--- config.mk ---
export PLATFORM = sky130hd
export DESIGN_NAME = bmr_crc
export DESIGN_NICKNAME = d
export VERILOG_FILES = /design/src/rtl/bmr_pkg.sv /design/src/rtl/bmr_crc.sv
export SDC_FILE = /design/constraint.sdc
export NUM_CORES = 1
export LEC_CHECK = 0
export ABC_AREA = 1
export BUFFER_PORTS_ARGS = -buffer_cell sky130_fd_sc_hd__buf_4
export CELL_PAD_IN_SITES_DETAIL_PLACEMENT = 1
export CELL_PAD_IN_SITES_GLOBAL_PLACEMENT = 1
export CORE_ASPECT_RATIO = 2
export CORE_MARGIN = 10
export CORE_UTILIZATION = 37
export CTS_CLUSTER_DIAMETER = 150
export DETAILED_ROUTE_END_ITERATION = 6
export HOLD_SLACK_MARGIN = 0.03
export PLACE_DENSITY_LB_ADDON = 0.1
export SYNTH_ARGS = -nofsm -noshare
export SYNTH_HDL_FRONTEND = slang
export SYNTH_SLANG_ARGS = --single-unit
--- constraint.sdc ---
create_clock -name clk_i -period 1.53 [get_ports clk_i]
set_input_delay 0.0765 -clock clk_i [delete_from_list [all_inputs] [get_ports clk_i]]
set_output_delay 0.0765 -clock clk_i [all_outputs]
set_load 0.05 [all_outputs]
--- src/rtl/bmr_pkg.sv ---
package bmr_pkg;

  // Message layout.
  localparam int unsigned HdrBytes   = 12;
  localparam int unsigned ChunkStart = 8;
  localparam logic [7:0]  PosCmdEnd  = 8'd3;
  localparam logic [7:0]  PosFlasEnd = 8'd11;

  localparam logic [7:0] ChB = 8'h42;
  localparam logic [7:0] ChL = 8'h4c;
  localparam logic [7:0] ChO = 8'h4f;
  localparam logic [7:0] ChK = 8'h4b;
  localparam logic [7:0] ChI = 8'h49;
  localparam logic [7:0] ChT = 8'h54;
  localparam logic [7:0] ChF = 8'h46;
  localparam logic [7:0] ChA = 8'h41;
  localparam logic [7:0] ChS = 8'h53;

  localparam logic [31:0] CrcPoly = 32'h82f6_3b78;
  localparam logic [31:0] CrcInit = 32'hffff_ffff;

  typedef enum logic [1:0] {
    MODE_BYTE = 2'd0,
    MODE_READ = 2'd1,
    MODE_DONE = 2'd2,
    MODE_NONE = 2'd3
  } mode_e;

  typedef enum logic [3:0] {
    EV_STORED     = 4'd0,
    EV_CHUNK_BAD  = 4'd1,
    EV_ERASE      = 4'd2,
    EV_REBOOT     = 4'd3,
    EV_PROGRAM    = 4'd4,
    EV_PAGE_BAD   = 4'd5,
    EV_FLASH_OK   = 4'd6,
    EV_FLASH_FAIL = 4'd7,
    EV_READ_DATA  = 4'd8,
    EV_OVERLONG   = 4'd9
  } event_e;

  typedef enum logic [3:0] {
    ST_IDLE,
    ST_DECODE,
    ST_BLO_CRC,
    ST_BLO_CHECK,
    ST_BLO_COPY,
    ST_PAGE_CRC,
    ST_PAGE_CHECK,
    ST_READ,
    ST_EMIT
  } state_e;

  typedef struct packed {
    logic [1:0] mode;
    logic [7:0] byte_position;
    logic [7:0] byte_value;
    logic [6:0] read_word_index;
    logic       flash_failed;
  } in_t;

  typedef struct packed {
    event_e      event_res;
    logic [3:0]  chunk_number;
    logic [31:0] flash_address;
    logic [63:0] read_data;
    logic        restart_reader;
  } out_t;

  // Builds a result beat; the restart flag follows from the event.
  function automatic out_t mk_result(event_e ev, logic [3:0] chunk, logic [31:0] addr,
                                     logic [63:0] data);
    out_t r;
    r.event_res      = ev;
    r.chunk_number   = chunk;
    r.flash_address  = addr;
    r.read_data      = data;
    r.restart_reader = (ev == EV_STORED) || (ev == EV_CHUNK_BAD) || (ev == EV_ERASE) ||
                       (ev == EV_PROGRAM) || (ev == EV_PAGE_BAD) || (ev == EV_OVERLONG);
    return r;
  endfunction

endpackage

--- src/rtl/bmr_crc.sv ---
module bmr_crc (
  input  logic        clk_i,
  input  logic        rst_ni,
  input  logic        init_i,
  input  logic        en_i,
  input  logic [7:0]  data_i,
  output logic [31:0] crc_o
);
  import bmr_pkg::*;

  logic [31:0] crc_q, crc_d, step;

  // Reflected CRC-32C, one byte per cycle while en_i is high.
  always_comb begin
    step = crc_q ^ {24'd0, data_i};
    for (int k = 0; k < 8; k++) begin
      step = step[0] ? ((step >> 1) ^ CrcPoly) : (step >> 1);
    end
    crc_d = crc_q;
    if (init_i) begin
      crc_d = CrcInit;
    end else if (en_i) begin
      crc_d = step;
    end
  end

  always_ff @(posedge clk_i or negedge rst_ni) begin
    if (!rst_ni) begin
      crc_q <= CrcInit;
    end else begin
      crc_q <= crc_d;
    end
  end

  assign crc_o = crc_q;

endmodule

## After elaboration in Yosys (flattened, before gate mapping)

Cells that the tools add are included.

- Register bits: 32
- Input bits: 12
- Output and inout bits: 32
- Word-level logic and storage cells: 21

- Multiplexer cells: 10
- Bitwise logic cells: 9
- Reduce and logical (&&, ||, !) cells: 1

Operator list:

| cell | number |
|---|---|
| 2-to-1 mux 32 bit | 10 |
| NOT 16 -> 17 bit | 8 |
| XOR 32 x 8 -> 32 bit | 1 |
| nonzero test 2 bit | 1 |

## Logic depth before layout (Yosys ltp)

- Depth in word-level cells: 19
- Gate-level depth with buffers: 15
- Mapped depth without buffers: 14

## Worst setup path before layout

No wires, ideal clock.

- Kind: flip-flop to flip-flop
- From: register crc_q[2] (netlist: crc_o[2])
- To: register crc_q[8] (netlist: crc_o[8])
- Setup time: 76 ps
- Data arrival time: 1762 ps
- Data required time: 1454 ps
- Path slack: -308 ps
- Stages on the path, launching flop included: 13
- Path buffers: 1
- Period minus slack after synthesis: 1838 ps
- Cells stage by stage: dfstp_2 -> nand2_1 -> nand2_2 -> nand2_1 -> nand2_1 -> inv_2 -> nand3_2 -> nand2_4 -> nor2_8 -> buf_6 -> nand3_1 -> nand3_1 -> nand2_1

- Longest elaborated chain between the ends: 15

RTL lines:

| item | line | text |
|---|---|---|
| start: declaration | bmr_crc.sv:11 | `logic [31:0] crc_q, crc_d, step;` |
| start signal: assignment | bmr_crc.sv:29 | `crc_q <= CrcInit;` |
| start signal: assignment | bmr_crc.sv:31 | `crc_q <= crc_d;` |
| XOR 32 x 8 -> 32 bit (*) | bmr_crc.sv:15 | `step = crc_q ^ {24'd0, data_i};` |
| 2-to-1 mux 32 bit (*) (3 in a row) | bmr_crc.sv:17 | `step = step[0] ? ((step >> 1) ^ CrcPoly) : (step >> 1);` |
| NOT 16 -> 17 bit (no source line) | n/a |  |
| 2-to-1 mux 32 bit (*) | bmr_crc.sv:17 |  |
| NOT 16 -> 17 bit (no source line) | n/a |  |
| 2-to-1 mux 32 bit (*) (2 in a row) | bmr_crc.sv:17 |  |
| NOT 16 -> 17 bit (no source line) | n/a |  |
| 2-to-1 mux 32 bit (*) | bmr_crc.sv:17 |  |
| NOT 16 -> 17 bit (no source line) | n/a |  |
| 2-to-1 mux 32 bit (*) | bmr_crc.sv:17 |  |
| 2-to-1 mux 32 bit (*) | bmr_crc.sv:22 | `end else if (en_i) begin` |
| 2-to-1 mux 32 bit (*) | bmr_crc.sv:20 | `if (init_i) begin` |

Every way passes the cells marked *; elsewhere a longest branch is shown, timed or not. The select of a mux whose other input is x is not followed.
A chain may end at the register's enable or synchronous reset.

## Worst setup path after layout

Same ends and word-level chain as after synthesis.

==> qor.txt <==
Run status - complete, but fails checks
Failing checks - setup timing
Clk_skew - 0.00611 ns
Worst slack at placement - -0.597 ns
Worst Setup SP - crc_o[2]$_DFFE_PN1P_
First-pass GRT wire length - 20700 µm
Synth Area in Compound Gates - 0.0523
Post-DP HPWL - 9560 µm
Maxcap violations - 0
Worst r2r src - crc_o[2]$_DFFE_PN1P_
Die Y - 146 µm
All-Layer GR Usage - 0.227
Layout overhead on the synthesized area - 63.4%
CTS Buf Count - 5
End point of the critical path - crc_o[8]$_DFFE_PN1P_
Tmin final - 2.04 ns
Final setup fails - 29
Fraction of synthesized area in multiplexers - 0
CP Cell Sequence - inv_6 > nand2_4 > nand2_4 > buf_4 > nand2_1 > nand3_1 > nand3_1 > nand2_1 > nand2_2 > nand2_1 > nand2_1 > nand3_2 > nand2_2
CTS Sinks - 32
Max reg flops - 32
Post-route setup slack - -0.513 ns
Final nets - 575
Setup CP Type - register to register
Mean Syn Cell Area - 6.57 µm²
Site Rows - 45
Largest net degree at the start of global routing - 33
Vias - 3608
Post-synthesis cell type count - 29
Layout cell share with drive strength beyond 1 - 0.546
WL per Instance - 22.8 µm
Antenna diode count - 0
Total core area - 7660 µm²
Worst Path Arrival - 2.27 ns
Initial Util - 0.381
Synthesized area - 2920 µm²
Synthesis-stage register bit count - 32
Drt pass-1 iters - 4
Endpoints failing hold - 0
Yosys warns - 0
Total grt overflow - 0
Setup crit start kind - register
Maximum buffer depth of the clock tree - 2
Vias per cell - 5.48
Vias in the first global route - 3859
Worst-Margin Slew - 0.575 ns
Number of fillers in the final layout - 963
Adder-cell share of the synthesized area - 0
Antenna violations before repair - 0
Critical-path top delay cell - dfstp_4
I/O Pins - 44
Die Wd - 82.8 µm
Reg2reg path depth - 13
Dominant combinational cell family by area after synthesis - simple AND/OR/NAND/NOR gates
Final Cycle Share - 1.34
Critical path peak fanout - 5
Clock transition at path regs - 0.06 ns
Unrepaired setup endpoints after global routing - yes
CTS tree - done
R2R setup slack - -0.51 ns
Max Slew Vio Count - 0
Reg2reg end - crc_o[8]$_DFFE_PN1P_
H-Tree Depth - 2
Routed WL - 15000 µm
# DRC - 0
FMAX - 489 MHz
Critical Path Sink Type - register
Commonest non-fill, non-tap cell in the layout - nand2_1
Most used cell along the critical path - nand2_1
Sequential cell area fraction in the yosys report - 0.288
PortBufs - 43
Die Area - 12000 µm²
Synth Area in XOR/XNOR - 0.113
Synth Area in Simple Gates - 0.450
Commonest cells after routing, fill and taps aside - nand2_1, buf_4, nand2_2
Remaining antenna violation count - 0
GP Congestion - 0.904
Clock Tree Root - clkbuf_16
Critical path data required time - 1.76 ns
Synth Instances - 444
Syn nets - 456
Slew margin rel. - 0.616
Iter 0 DRT Violations - 200
CP peak stage delay - 0.66 ns
HP Class - input port to asynchronous set/reset pin
Worst-Skew Late Latency - 0.29 ns
## routing by layer
layer | up-vias | track usage | share of wire
li1 | 1598 | - | -
met1 | 1802 | 0.216 | 0.33
met2 | 136 | 0.418 | 0.56
met3 | 72 | 0.0383 | 0.035
met4 | 0 | 0.133 | 0.075
met5 | - | 0 | 0
## cells by family after synthesis
| group | count (synthesis) |
|---|---|
| AND/OR/NAND/NOR | 290 |
| buffers and inverters | 63 |
| XOR/XNOR | 36 |
| flip-flops | 32 |
| AO/OA/AOI/OAI | 23 |
## through the flow
step	instance area (µm²)	hold slack [ns]	TNS [ns]	util	cells
final	4770	0.0597	-10.82	0.623	658
after CTS	4410	0.0885	-8.58	0.576	653
after global placement	3830	0.293	-8.86	0.500	632
after global routing	4770	0.0857	-13.55	0.623	658
after detailed placement	3830	0.280	-10.23	0.500	632
after floorplan	2980	-0.0713	-6.42	-	444
## synth_stat cells
library cell	count	area (µm²)
nand3b_1	1	7.51
buf_2	2	10.0
or2_2	1	6.26
nor2_1	8	30.0
nand2_4	5	56.3
nor2_8	1	20.0
xor2_2	2	32.5
inv_1	45	169
dfstp_2	32	841
o21ai_0	8	40.0
nand3_2	5	50.1
xor2_1	30	263
o21ai_1	1	5.00
clkbuf_1	2	7.51
o211ai_1	4	30.0
o22ai_1	3	18.8
a21oi_4	1	16.3
nand2_2	24	150
inv_2	8	30.0
nor2_2	3	18.8
xnor2_1	4	35.0
a21oi_1	1	5.00
buf_6	5	56.3
a22oi_1	5	37.5
buf_4	1	7.51
nand4_1	1	6.26
nand2_1	192	721
or2_1	1	6.26
nand3_1	48	240
## area by class of cell
cell class,instances,area (µm²),share of cell area
Timing Repair Buffer,122,1020,0.214
Multi-Input combinational cell,349,2410,0.505
Tap cell,94,118,0.0247
Sequential cell,32,848,0.178
Inverter,53,213,0.0446
Clock inverter,1,5.00,0.00105
Clock buffer,7,154,0.0323
## worst min-delay path by stage
| stage | from | endpoint | slack (ns) |
|---|---|---|---|
| floorplan | rst_ni | crc_o[10]$_DFFE_PN1P_ | -0.07 |
| global placement | en_i | crc_o[2]$_DFFE_PN1P_ | 0.29 |
| detailed placement | en_i | crc_o[2]$_DFFE_PN1P_ | 0.28 |
| CTS | rst_ni | crc_o[24]$_DFFE_PN1P_ | 0.09 |
| global route | rst_ni | crc_o[10]$_DFFE_PN1P_ | 0.09 |
| finish | rst_ni | crc_o[2]$_DFFE_PN1P_ | 0.06 |
## worst max-delay path, delay by kind of cell (launching register included)
| kind | cells | cell delay [ns] |
|---|---|---|
| buf+inv | 2 | 0.22 |
| simple gates | 11 | 1.10 |
| flops | 1 | 0.66 |
## timing repair
action | CTS | global route
pin swaps | 21 | 18
setup buffers | 12 | 6
hold buffers | 1 | 0
endpoints found under the hold margin | 1 | 0
endpoints found under the setup margin | 29 | 30
gates resized for setup | 79 | 69
Power is not shown: default switching activity piles up to over one toggle a cycle in this logic, so the estimate is an artifact.
